### src/sv/lipa_pkg.sv
// Package: shared constants, action codes, register reset values and back-end state type for the arbiter.
package lipa_pkg;
  localparam int NumSources  = 5;
  localparam int NumFields   = 5;
  localparam int TimeBits    = 32;
  localparam int PayloadBits = 64;
  localparam int NumRegs     = 5;
  localparam int SrcW        = 3;
  localparam int FldW        = 3;
  localparam int PrioW       = 3;
  localparam int KindW       = 3;
  localparam int MaskW       = 5;
  localparam int CntW        = 5;

  typedef enum logic [1:0] {
    ACT_SUBMIT    = 2'd0,
    ACT_CLEAR_SRC = 2'd1,
    ACT_CLEAR_ALL = 2'd2,
    ACT_RESOLVE   = 2'd3
  } action_t;

  localparam logic [MaskW-1:0] RegReset [NumRegs] = '{5'd7, 5'd14, 5'd7, 5'd5, 5'd20};

  typedef enum logic [1:0] {
    BK_IDLE,
    BK_COUNT,
    BK_SCAN,
    BK_EMIT
  } bk_state_t;
endpackage

### src/sv/lipa_front.sv
// Front end: accepts requests, applies slot writes and clears, queues resolve jobs.
module lipa_front #(
  parameter int TIME_BITS = lipa_pkg::TimeBits
) (
  input  logic                    clk,
  input  logic                    rst,
  input  logic                    valid,
  output logic                    ready,
  input  logic [1:0]              action,
  input  logic [2:0]              source,
  input  logic [2:0]              target_field,
  input  logic [TIME_BITS-1:0]    now,
  // back end is working on a resolve
  input  logic                    busy,
  // resolve queue toward the back end
  output logic                    q_valid,
  output logic [TIME_BITS-1:0]    q_now,
  input  logic                    q_pop,
  // slot write port
  output logic                    wr_en,
  output logic [$clog2(lipa_pkg::NumSources*lipa_pkg::NumFields)-1:0] wr_idx,
  output logic [lipa_pkg::NumSources*lipa_pkg::NumFields-1:0] slot_valid
);
  localparam int NumSlots = lipa_pkg::NumSources * lipa_pkg::NumFields;
  localparam int IdxW = $clog2(NumSlots);
  localparam int QDepth = 2;

  logic [TIME_BITS-1:0] q_mem [QDepth];
  logic       q_wp, q_rp;
  logic [1:0] q_cnt;
  logic       acc, push;
  logic [NumSlots-1:0] slot_valid_next;

  // no slot change while a resolve is queued or running keeps results exact
  assign ready = (q_cnt == 2'd0) && !busy;
  assign acc   = valid && ready;
  assign push  = acc && (action == lipa_pkg::ACT_RESOLVE);
  assign q_valid = (q_cnt != 2'd0);
  assign q_now   = q_mem[q_rp];

  assign wr_en  = acc && (action == lipa_pkg::ACT_SUBMIT) &&
                  ({29'd0, source} < lipa_pkg::NumSources) &&
                  ({29'd0, target_field} < lipa_pkg::NumFields);
  assign wr_idx = IdxW'({29'd0, source} * lipa_pkg::NumFields + {29'd0, target_field});

  always_comb begin
    slot_valid_next = slot_valid;
    if (wr_en) slot_valid_next[wr_idx] = 1'b1;
    if (acc && action == lipa_pkg::ACT_CLEAR_ALL) slot_valid_next = '0;
    if (acc && action == lipa_pkg::ACT_CLEAR_SRC &&
        {29'd0, source} < lipa_pkg::NumSources) begin
      for (int f = 0; f < lipa_pkg::NumFields; f++)
        slot_valid_next[{29'd0, source} * lipa_pkg::NumFields + f] = 1'b0;
    end
  end

  always_ff @(posedge clk) begin
    if (rst) begin
      slot_valid <= '0;
      q_wp <= 1'b0;
      q_rp <= 1'b0;
      q_cnt <= 2'd0;
    end else begin
      slot_valid <= slot_valid_next;
      if (push) q_wp <= ~q_wp;
      if (q_pop) q_rp <= ~q_rp;
      q_cnt <= q_cnt + {1'b0, push} - {1'b0, q_pop};
    end
  end

  always_ff @(posedge clk) begin
    if (push) q_mem[q_wp] <= now;
  end
endmodule

### src/sv/lipa_back.sv
// Back end: slot memory, serial scan of slots and emission of per-field results.
module lipa_back #(
  parameter int TIME_BITS    = lipa_pkg::TimeBits,
  parameter int PAYLOAD_BITS = lipa_pkg::PayloadBits
) (
  input  logic                    clk,
  input  logic                    rst,
  input  logic                    wr_en,
  input  logic [$clog2(lipa_pkg::NumSources*lipa_pkg::NumFields)-1:0] wr_idx,
  input  logic [2:0]              wr_prio,
  input  logic [TIME_BITS-1:0]    wr_stamp,
  input  logic [TIME_BITS-1:0]    wr_lease,
  input  logic [2:0]              wr_kind,
  input  logic [PAYLOAD_BITS-1:0] wr_payload,
  input  logic [lipa_pkg::NumSources*lipa_pkg::NumFields-1:0] slot_valid,
  input  logic [4:0]              allowed [lipa_pkg::NumFields],
  input  logic                    q_valid,
  input  logic [TIME_BITS-1:0]    q_now,
  output logic                    q_pop,
  output logic                    busy,
  output logic                    out_valid,
  input  logic                    out_ready,
  output logic [2:0]              result_field,
  output logic                    has_winner,
  output logic [2:0]              winner_source,
  output logic [PAYLOAD_BITS-1:0] winner_payload,
  output logic [4:0]              loser_mask,
  output logic [4:0]              not_allowed_count,
  output logic [4:0]              kind_mismatch_count,
  output logic                    last
);
  localparam int NS = lipa_pkg::NumSources;
  localparam int NF = lipa_pkg::NumFields;
  localparam int NumSlots = NS * NF;
  localparam int IdxW = $clog2(NumSlots);
  localparam int SW = $clog2(NS);
  localparam int FW = (NF > 1) ? $clog2(NF) : 1;

  typedef struct packed {
    logic [2:0]              prio;
    logic [TIME_BITS-1:0]    stamp;
    logic [TIME_BITS-1:0]    lease;
    logic [2:0]              kind;
    logic [PAYLOAD_BITS-1:0] payload;
  } slot_t;

  slot_t mem [NumSlots];
  slot_t rd;
  logic  rd_vld;

  lipa_pkg::bk_state_t state, state_next;
  logic [TIME_BITS-1:0] now_r;
  logic [IdxW-1:0] rd_addr;   // read address from the issue pointers
  logic [SW-1:0]   rs;        // source of the data in rd
  logic [FW-1:0]   rf;        // field of the data in rd
  logic            rd_live;   // rd holds a scanned slot
  logic            rd_last;   // rd holds the last slot of the pass
  logic [SW-1:0]   is_, is_next;
  logic [FW-1:0]   if_, if_next;
  logic            iss;       // reads still being issued in this pass
  logic            issue_done;
  logic            pass_end, emit_go, last_fld;
  logic [4:0]      na_cnt, mm_cnt;
  logic            have;
  logic [2:0]      w_prio;
  logic [TIME_BITS-1:0] w_stamp;
  logic [SW-1:0]   w_src;
  logic [PAYLOAD_BITS-1:0] w_pay;
  logic [NS-1:0]   elig;
  logic            in_lse, alw, kmatch, beat;

  assign rd_addr = IdxW'(32'(is_) * NF + 32'(if_));

  always_ff @(posedge clk) begin
    if (wr_en) mem[wr_idx] <= '{wr_prio, wr_stamp, wr_lease, wr_kind, wr_payload};
    rd <= mem[rd_addr];
    rd_vld <= slot_valid[rd_addr];
  end

  assign in_lse = (rd.lease == '0) ||
                  ({1'b0, now_r} <= {1'b0, rd.stamp} + {1'b0, rd.lease});
  assign alw    = allowed[rf][rs];
  assign kmatch = ({5'd0, rd.kind} == {{(8-FW){1'b0}}, rf});
  assign beat   = !have || (rd.prio > w_prio) ||
                  (rd.prio == w_prio && rd.stamp > w_stamp) ||
                  (rd.prio == w_prio && rd.stamp == w_stamp && rs > w_src);

  assign pass_end = rd_live && rd_last;
  assign last_fld = (32'(if_) == NF - 1);
  assign emit_go  = (state == lipa_pkg::BK_EMIT) && out_ready;

  // count pass walks slot order, scan pass walks the sources of one field
  always_comb begin
    is_next = is_;
    if_next = if_;
    issue_done = 1'b0;
    if (state == lipa_pkg::BK_COUNT) begin
      if (32'(if_) == NF - 1) begin
        if_next = '0;
        if (32'(is_) == NS - 1) begin
          is_next = '0;
          issue_done = 1'b1;
        end else is_next = is_ + 1'b1;
      end else if_next = if_ + 1'b1;
    end else begin
      if (32'(is_) == NS - 1) begin
        is_next = '0;
        issue_done = 1'b1;
      end else is_next = is_ + 1'b1;
    end
  end

  always_comb begin
    state_next = state;
    case (state)
      lipa_pkg::BK_IDLE:  if (q_valid) state_next = lipa_pkg::BK_COUNT;
      lipa_pkg::BK_COUNT: if (pass_end) state_next = lipa_pkg::BK_SCAN;
      lipa_pkg::BK_SCAN:  if (pass_end) state_next = lipa_pkg::BK_EMIT;
      lipa_pkg::BK_EMIT:  if (out_ready) state_next = last_fld ?
                                           lipa_pkg::BK_IDLE : lipa_pkg::BK_SCAN;
      default: state_next = lipa_pkg::BK_IDLE;
    endcase
  end

  always_comb begin
    q_pop = (state == lipa_pkg::BK_IDLE) && q_valid;
    busy = (state != lipa_pkg::BK_IDLE);
    out_valid = (state == lipa_pkg::BK_EMIT);
    result_field = 3'(if_);
    has_winner = have;
    winner_source = have ? 3'(w_src) : 3'd0;
    winner_payload = have ? w_pay : '0;
    loser_mask = have ? 5'(elig & ~(NS'(1) << w_src)) : 5'd0;
    not_allowed_count = na_cnt;
    kind_mismatch_count = mm_cnt;
    last = last_fld;
  end

  always_ff @(posedge clk) begin
    if (rst) begin
      state <= lipa_pkg::BK_IDLE;
      iss <= 1'b0;
      rd_live <= 1'b0;
      rd_last <= 1'b0;
      is_ <= '0;
      if_ <= '0;
      na_cnt <= '0;
      mm_cnt <= '0;
      have <= 1'b0;
      elig <= '0;
    end else begin
      state <= state_next;
      rd_live <= iss;
      rd_last <= iss && issue_done;
      if (iss) begin
        rs <= is_;
        rf <= if_;
      end
      // issue pointers: restart per pass, else one read a cycle
      if (q_pop) begin
        now_r <= q_now;
        is_ <= '0;
        if_ <= '0;
        iss <= 1'b1;
      end else if (state == lipa_pkg::BK_COUNT && pass_end) begin
        is_ <= '0;
        if_ <= '0;
        iss <= 1'b1;
      end else if (emit_go && !last_fld) begin
        is_ <= '0;
        if_ <= if_ + 1'b1;
        iss <= 1'b1;
      end else if (iss) begin
        is_ <= is_next;
        if_ <= if_next;
        if (issue_done) iss <= 1'b0;
      end
      if (q_pop) begin
        na_cnt <= '0;
        mm_cnt <= '0;
      end else if (state == lipa_pkg::BK_COUNT && rd_live && rd_vld && in_lse) begin
        if (!alw) na_cnt <= na_cnt + 5'd1;
        else if (!kmatch) mm_cnt <= mm_cnt + 5'd1;
      end
      if ((state == lipa_pkg::BK_COUNT && pass_end) || emit_go) begin
        have <= 1'b0;
        elig <= '0;
      end else if (state == lipa_pkg::BK_SCAN && rd_live && rd_vld && in_lse &&
                   alw && kmatch) begin
        elig[rs] <= 1'b1;
        if (beat) begin
          have <= 1'b1;
          w_prio <= rd.prio;
          w_stamp <= rd.stamp;
          w_src <= rs;
          w_pay <= rd.payload;
        end
      end
    end
  end
endmodule

### src/sv/leased_intent_priority_arbiter.sv
// Top level: leased intent priority arbiter with APB register port.
// Channel | dir | handshake     | payload
// request | in  | valid/ready   | action..now
// result  | out | out_valid/out_ready | result_field..last
// config  | in  | APB psel/penable | allowed masks, 4*i
// Submit and clears do not hold off requests; the next request can follow right away.
// A resolve holds off the next request until its last result is taken: it
// waits in the queue, starts, runs the count pass over all 25 slots
// through the single read port, then per field makes 5 slot reads, lets the
// last read land and shows one output. Requests are held off while a resolve
// is queued or running. Output stalls hold the scan in its output cycle.
// Synchronous active-high reset clears slot valid bits and restores masks.
module leased_intent_priority_arbiter #(
  parameter int TIME_BITS    = lipa_pkg::TimeBits,
  parameter int PAYLOAD_BITS = lipa_pkg::PayloadBits
) (
  input  logic                    clk,
  input  logic                    rst,
  input  logic                    psel,
  input  logic                    penable,
  input  logic                    pwrite,
  input  logic [4:0]              paddr,
  input  logic [31:0]             pwdata,
  output logic [31:0]             prdata,
  output logic                    pready,
  input  logic                    valid,
  output logic                    ready,
  input  logic [1:0]              action,
  input  logic [2:0]              source,
  input  logic [2:0]              target_field,
  input  logic [2:0]              priority_req,
  input  logic [TIME_BITS-1:0]    stamp,
  input  logic [TIME_BITS-1:0]    lease,
  input  logic [2:0]              payload_kind,
  input  logic [PAYLOAD_BITS-1:0] payload,
  input  logic [TIME_BITS-1:0]    now,
  output logic                    out_valid,
  input  logic                    out_ready,
  output logic [2:0]              result_field,
  output logic                    has_winner,
  output logic [2:0]              winner_source,
  output logic [PAYLOAD_BITS-1:0] winner_payload,
  output logic [4:0]              loser_mask,
  output logic [4:0]              not_allowed_count,
  output logic [4:0]              kind_mismatch_count,
  output logic                    last
);
  localparam int NumSlots = lipa_pkg::NumSources * lipa_pkg::NumFields;

  logic [4:0] allowed [lipa_pkg::NumFields];
  logic q_valid, q_pop, wr_en, busy;
  logic [TIME_BITS-1:0] q_now;
  logic [$clog2(NumSlots)-1:0] wr_idx;
  logic [NumSlots-1:0] slot_valid;
  logic [2:0] reg_idx;

  assign pready  = 1'b1;
  assign reg_idx = paddr[4:2];

  // allowed masks; fields beyond the register list stay zero
  always_ff @(posedge clk) begin
    if (rst) begin
      for (int f = 0; f < lipa_pkg::NumFields; f++)
        allowed[f] <= (f < lipa_pkg::NumRegs) ? lipa_pkg::RegReset[f] : 5'd0;
    end else if (psel && penable && pwrite) begin
      for (int f = 0; f < lipa_pkg::NumFields; f++)
        if (f < lipa_pkg::NumRegs && 32'(reg_idx) == f) allowed[f] <= pwdata[4:0];
    end
  end

  always_comb begin
    prdata = '0;
    for (int f = 0; f < lipa_pkg::NumFields; f++)
      if (32'(reg_idx) == f) prdata = {27'd0, allowed[f]};
  end

  lipa_front #(.TIME_BITS(TIME_BITS)) u_front (
    .clk, .rst, .valid, .ready, .action, .source, .target_field, .now, .busy,
    .q_valid, .q_now, .q_pop, .wr_en, .wr_idx, .slot_valid
  );

  lipa_back #(.TIME_BITS(TIME_BITS), .PAYLOAD_BITS(PAYLOAD_BITS)) u_back (
    .clk, .rst, .wr_en, .wr_idx, .wr_prio(priority_req), .wr_stamp(stamp),
    .wr_lease(lease), .wr_kind(payload_kind), .wr_payload(payload),
    .slot_valid, .allowed, .q_valid, .q_now, .q_pop, .busy,
    .out_valid, .out_ready, .result_field, .has_winner, .winner_source,
    .winner_payload, .loser_mask, .not_allowed_count, .kind_mismatch_count, .last
  );
endmodule

### config.mk
export PLATFORM = sky130hd
export DESIGN_NAME = leased_intent_priority_arbiter
export DESIGN_NICKNAME = d
export VERILOG_FILES = /design/src/sv/lipa_pkg.sv /design/src/sv/lipa_front.sv /design/src/sv/lipa_back.sv /design/src/sv/leased_intent_priority_arbiter.sv
export SDC_FILE = /design/constraint.sdc
export NUM_CORES = 2
export LEC_CHECK = 0
export BUFFER_PORTS_ARGS = -buffer_cell sky130_fd_sc_hd__buf_4
export CAP_MARGIN = 20
export CORE_MARGIN = 2
export CORE_UTILIZATION = 30
export CTS_CLUSTER_SIZE = 24
export DETAILED_ROUTE_END_ITERATION = 10
export SLEW_MARGIN = 20
export SYNTH_ARGS = -nofsm -noshare
export SYNTH_HDL_FRONTEND = slang
export SYNTH_SLANG_ARGS = --single-unit
### constraint.sdc
create_clock -name clk -period 12.75 [get_ports clk]
set_input_delay 2.55 -clock clk [delete_from_list [all_inputs] [get_ports clk]]
set_output_delay 2.55 -clock clk [all_outputs]
set_load 0.005 [all_outputs]
== Yosys cells after proc, flatten, opt, wreduce, memory -nomap -nowiden ==
Memory sizes are Yosys's and may differ from the RTL's. A register that Yosys moved wholly into a read port is not among the register bits.
Index checks and enable logic that the tools add are counted.
Word-level totals
  register bits: 190
  bits in writable memories: 3414
  input bits: 218
  memories: 2
Memory list
  u_back.mem: words 25, width 134, read ports 1, clocked after memory_dff 1, wr ports 1, line lipa_back.sv:47  | slot_t mem [NumSlots];
  u_front.q_mem: words 2, width 32, read ports 1, clocked after memory_dff 1, wr ports 1, line lipa_front.sv:28  | logic [TIME_BITS-1:0] q_mem [QDepth];
Operators by class
  add/sub/neg operators: 13
  multiply operators: 2
  magnitude comparators: 22
  eq/ne operators: 20
  shift operators: 1
  mux-type cells: 57
  bitwise operators: 21
  reductions and logical operators: 70
Operators with widths (count)
  $ge A32 B1 Y1 const B: 4
  $lt A32 B6 Y1 const B: 4
  $mux W32: 4
  $and A25 B25 Y25: 5
  $not A25 Y25: 5
  $mux W25: 3
  $mux W64: 1
  $logic_and A1 B1 Y1: 35
  $add A32 B32 Y33: 1
  $le A32 B33 Y1: 1
  $eq A32 B32 Y1: 1
  $gt A32 B32 Y1: 1
  $logic_not A32 Y1: 1
  $demux W1 S5: 6
  $or A25 B25 Y25: 1
  $mux W3: 8
  $reduce_and A2 Y1: 11
  $mux W1: 21
  $mux W5: 4
  $bmux W5 S3: 1
  $add A6 B2 Y7 const B: 2
  $lt A5 B6 Y1 const B: 2
  $add A5 B1 Y5 const B: 2
  $add A5 B3 Y5: 2
  43 further kinds: 80

== Logic depth before layout (Yosys ltp) ==
  word-level depth: 15
  gate-level depth with buffers: 22
  gate-level depth less buffers: 22

== Modules after synthesis ==
Synthesis repeated with hierarchy kept, for this count alone.
Second synthesis, totals
  cell total of the unflattened synthesis: 7008
  area total of the unflattened synthesis: 146341.6 um^2
By module, submodules not included
  lipa_back: instances 1, cells each 6357, area an instance 139630.2 um^2, seq. area each 108043.6 um^2
  lipa_front: instances 1, cells each 495, area an instance 5230.0 um^2, seq. area each 2522.4 um^2
  leased_intent_priority_arbiter: instances 1, cells each 156, area an instance 1481.4 um^2, seq. area each 500.5 um^2

== Worst setup path after synthesis ==
OpenSTA, ideal clock, no wires.
  path type: reg-to-reg
  start: register u_back.rd[67] (netlist name)
  end: register u_back.w_pay[0] (enable)
  arrival time: 11.653 ns
  required time: 12.006 ns
  path slack: 0.353 ns
  stages on the path, launching flop included: 20
  path buffers: 0
  period minus slack after synthesis: 12.397 ns
  cell sequence: dfxtp_1 ha_1 inv_1 fa_1 nand2b_1 a211oi_1 o41a_1 a221o_2 or2_4 a31oi_1 xor2_1 ha_1 a21o_1 a21o_1 a21o_1 a221o_1 a31oi_1 a31oi_1 and2_2 a311oi_1
Between the ends
  word-level cells in the longest chain between the ends: 7
  elaborated cells on any way between the ends: 8
  those cells by class: 1 x add/sub; 1 x order compare; 6 x reduce/logical
Ends and longest elaborated chain
  $add A32 B32 Y33: line lipa_back.sv:81  | ({1'b0, now_r} <= {1'b0, rd.stamp} + {1'b0, rd.lease});
  $le A32 B33 Y1: line lipa_back.sv:81
  $logic_or A1 B1 Y1 *: line lipa_back.sv:80  | assign in_lse = (rd.lease == '0) ||
  $logic_and A1 B1 Y1 * (2 in a row): line lipa_back.sv:188  | end else if (state == lipa_pkg::BK_SCAN && rd_live && rd_vld && in_lse &&
  $logic_and A1 B1 Y1 *: line lipa_back.sv:189  | alw && kmatch) begin
  $reduce_and A4 Y1 (no source line) *
  end signal, assigned: line lipa_back.sv:196  | w_pay <= rd.payload;
  end, declared: line lipa_back.sv:68  | logic [PAYLOAD_BITS-1:0] w_pay;
Every way passes the cells marked *; elsewhere a longest branch is shown, timed or not.
A chain may end at the register's enable or synchronous reset.

== Worst setup path after layout ==
  start: input port source[0]
  end: memory u_back.mem[20][90] (netlist name) (enable)
Between the ends
  word-level cells in the longest chain between the ends: 5
  elaborated cells on any way between the ends: 7
  those cells by class: 1 x add/sub; 1 x mul; 1 x order compare; 2 x mux; 2 x reduce/logical
Ends and longest elaborated chain
  start, declared: line leased_intent_priority_arbiter.sv:29  | input logic [2:0] source,
  branches (longest 5 deep; another with $mul A3 B3 Y6)
  end, declared: line lipa_back.sv:47
Several ways; the timed one is not identified.

==> flow_summary.json <==
{
  "drv_slew": 0,
  "clkSinkCount": 3770,
  "finalCriticalPeriod_ns": 6.67,
  "setup_violations": 0,
  "cp-end-kind": "register",
  "power_density_nw_per_um2": 179,
  "nets": 7707,
  "die_x_um": 701,
  "cts_setup_buffers": 0,
  "drc": 0,
  "cts-buffers-inserted": 385,
  "cap_violations": 0,
  "grt_max_degree": 130,
  "relSlewSlack_pct": 20.2,
  "yosysUniqueCellTypes": 89,
  "antenna_found_initial": 89,
  "pre_cts_ws_ns": 5.15,
  "synth_top_area_share_pct": 73.3,
  "synth_common_cells": "edfxtp_1, mux4_2, nor2_1",
  "placementRows": 255,
  "skew_ns": 0.0604,
  "clk_pin_slew_worst_paths_ns": 0.06,
  "postLayoutCellArea_sq_um": 168000,
  "crit_type": "input pin to register",
  "power_switching_uw": 7670,
  "clkLatencyLatePin_ns": 0.97,
  "synthCells": 6889,
  "cp.required_ns": 13.29,
  "yosys_warnings": 0,
  "synth_fa_ha_area_share_pct": 1.13,
  "yosysMostFrequentCell": "edfxtp_1",
  "drive_gt1_share_pct": 26.3,
  "swShare_pct": 25.4,
  "synth_top_family_by_area": "multiplexers",
  "cts_buffer_depth": 4,
  "wl_mm": 369,
  "crit_buf_inv": 3,
  "p_clk_share_pct": 36.2,
  "crit_slowest_cell": "ha_1",
  "leakagePower_uw": 0.0518,
  "rsz0062_at_grt": "no",
  "grt_pass1_vias": 72100,
  "synth_edf_count": 3554,
  "cts_tree": "done",
  "synth_xor_area_share_pct": 0.319,
  "clock-root-buffer": "clkbuf_16",
  "area_growth_syn_to_layout_pct": 15.5,
  "fin_crit_sh_pct": 52.3,
  "htreeDepth": 5,
  "tns_ns": 0,
  "track_usage_pct": 14.6,
  "setup_slack_ns": 6.08,
  "synth_compound_area_share_pct": 2.52,
  "worstPathArrival_ns": 7.21,
  "grt_pass1_wl_mm": 525,
  "synth_seq_cells": 3770,
  "yosysTopAreaCell": "edfxtp_1",
  "ant_nets": 0,
  "worst_slew_pin_slew_ns": 1.18,
  "initialDrtViolationCount": 7615,
  "synth_ff_type": "edfxtp_1",
  "start_kind": "input pin",
  "netlist_top_cells_area": "edfxtp_1, mux4_2, dfxtp_1, mux2i_1, ha_1",
  "p_int_uw": 22500,
  "io_pins": 340,
  "p_comb_share_pct": 17.4,
  "seq_area_frac_synth_pct": 76.3,
  "crit_family": "buffers and inverters",
  "synth_area_sq_um": 146000,
  "overflow": 0,
  "first_pass_iters": 8,
  "path_max_fanout": 83,
  "status": "completed",
  "cts_hold_buf": 0,
  "fp.dieArea_sq_um": 491000,
  "wire_per_inst_um": 26.1,
  "vias": 70300,
  "start_util_pct": 30.2,
  "fmax_ghz": 0.150,
  "synthMuxAreaShare_pct": 16.0,
  "viasPerCell": 4.98,
  "fillers": 44400,
  "async_flop_share_pct": 0,
  "ir_drop_mv": 0.191,
  "hold_path.class": "register to register",
  "gp_congestion": 0.860,
  "io_buffers": 282,
  "p_seq_share_pct": 46.4,
  "place_area_sq_um": 156000,
  "path_cells": "buf_4, ha_1, ha_1, a21oi_1, xnor2_1, nand3_1, nor2_4, buf_12, buf_4",
  "yosys.area_share.simple_pct": 2.39,
  "postSynthAreaPerCell_sq_um": 21.1,
  "core-area_sq_um": 483000,
  "fp.dieH_um": 701,
  "cpPeakStageDelay_ns": 0.84,
  "cts_resized": 0,
  "dp_hpwl_mm": 201,
  "hold_viol": 0
}
## power by group through the flow
stage	logic, uW	registers [uW]	clock network, uW
2_1_floorplan	3890	14200	0
3_3_place_gp	5310	14300	0
3_5_place_dp	5330	14300	0
4_1_cts	5350	14000	11200
5_1_grt	5740	14000	11600
6_report	5240	14000	10900
## final cells by class
class	count	area, sq um	share of cell area (%)
sequential	3770	111000	66.0
multi-input combinational	2714	33000	19.6
clock buffer	493	10200	6.08
tap	6425	8040	4.78
timing repair buffer	417	3520	2.09
clock inverter	203	1990	1.19
inverter	71	267	0.158
antenna	21	52.6	0.0313
## metal layers
| metal | track usage, % | vias to the layer above | wire length (um) |
|---|---|---|---|
| li1 | - | 29400 | - |
| met3 | 2.57 | 612 | 22900 |
| met1 | 19.3 | 37900 | 153000 |
| met5 | 0 | - | 280 |
| met4 | 3.64 | 44 | 9130 |
| met2 | 25.0 | 2327 | 184000 |
## worst paths after layout
kind                                   to             startpoint  slack, ns  depth (start not counted)
max reg2reg    u_back.w_pay[19]$_DFFE_PP_  u_back.rd[99]$_DFF_P_       6.29                         22
min reg2reg    u_back.w_pay[60]$_DFFE_PP_  u_back.rd[60]$_DFF_P_       0.37                          0
max          u_back.mem[20][90]$_DFFE_PP_              source[0]       6.08                          9
min            u_back.w_pay[60]$_DFFE_PP_  u_back.rd[60]$_DFF_P_       0.37                          0
## state kept, by name (all words and copies together) (netlist names), 5 cells and up
register and count:
u_back.elig 5, u_back.w_stamp 32, u_back.mem 3350, u_back.now_r 32
u_back.not_allowed_count 5, allowed 25, u_front.slot_valid 25, u_front.q_mem 64
u_back.rd 134, u_back.kind_mismatch_count 5, u_back.w_pay 64
## logic make-up (layout without fill, tap and decap cells)
kind of cell | Yosys count | after routing
adders and majority gates | 130 | 130
buffers and inverters | 431 | 1184
DFF | 3770 | 3770
and+or+nand+nor | 750 | 750
xor gates and xnor gates | 53 | 53
AOI/OAI and AO/OA | 610 | 610
other | 2 | 49
muxes | 1143 | 1143
## placed cells by master, fill, tap and decap left out, drive strengths merged, types with 33 or more instances in the layout
cell,synthesis,layout
dfxtp,216,216
a21o,40,40
clkbuf,173,493
ha,127,127
nand2,225,225
and2,77,77
edfxtp,3554,3554
xnor2,35,35
buf,187,417
a21oi,218,218
mux2i,161,161
mux2,33,33
inv,71,87
o21ai,196,196
mux4,949,949
nor2,274,274
clkinv,0,151
## worst reg2reg max path: stages (launching register included)
cell and delay (ns):
dfxtp_1 0.39, ha_1 0.21, inv_1 0.06, fa_1 0.39
nand2b_1 0.19, a211oi_1 0.35, o41a_1 0.32, a221o_2 0.23
o31ai_2 0.08, o21ai_1 0.30, nand2b_1 0.13, a31oi_1 0.22
xnor2_1 0.15, ha_1 0.34, and3_2 0.19, nand4_1 0.15
nor2_1 0.17, nand3_1 0.14, o211ai_1 0.19, a31oi_1 0.23
and2_2 0.32, a311oi_4 0.53, buf_12 0.59
## stage by stage
step	hold WS (ns)	std cells	utilization (%)	power, uW
finish	0.370	14100	34.8	30200
global route	0.394	14100	34.8	31400
CTS	0.370	14100	34.8	30500
detailed placement	0.390	13400	32.3	19600
global placement	0.393	13400	32.3	19600
floorplan	0.386	6915	-	18000
No activity file was read; power rests on OpenSTA's default activity.
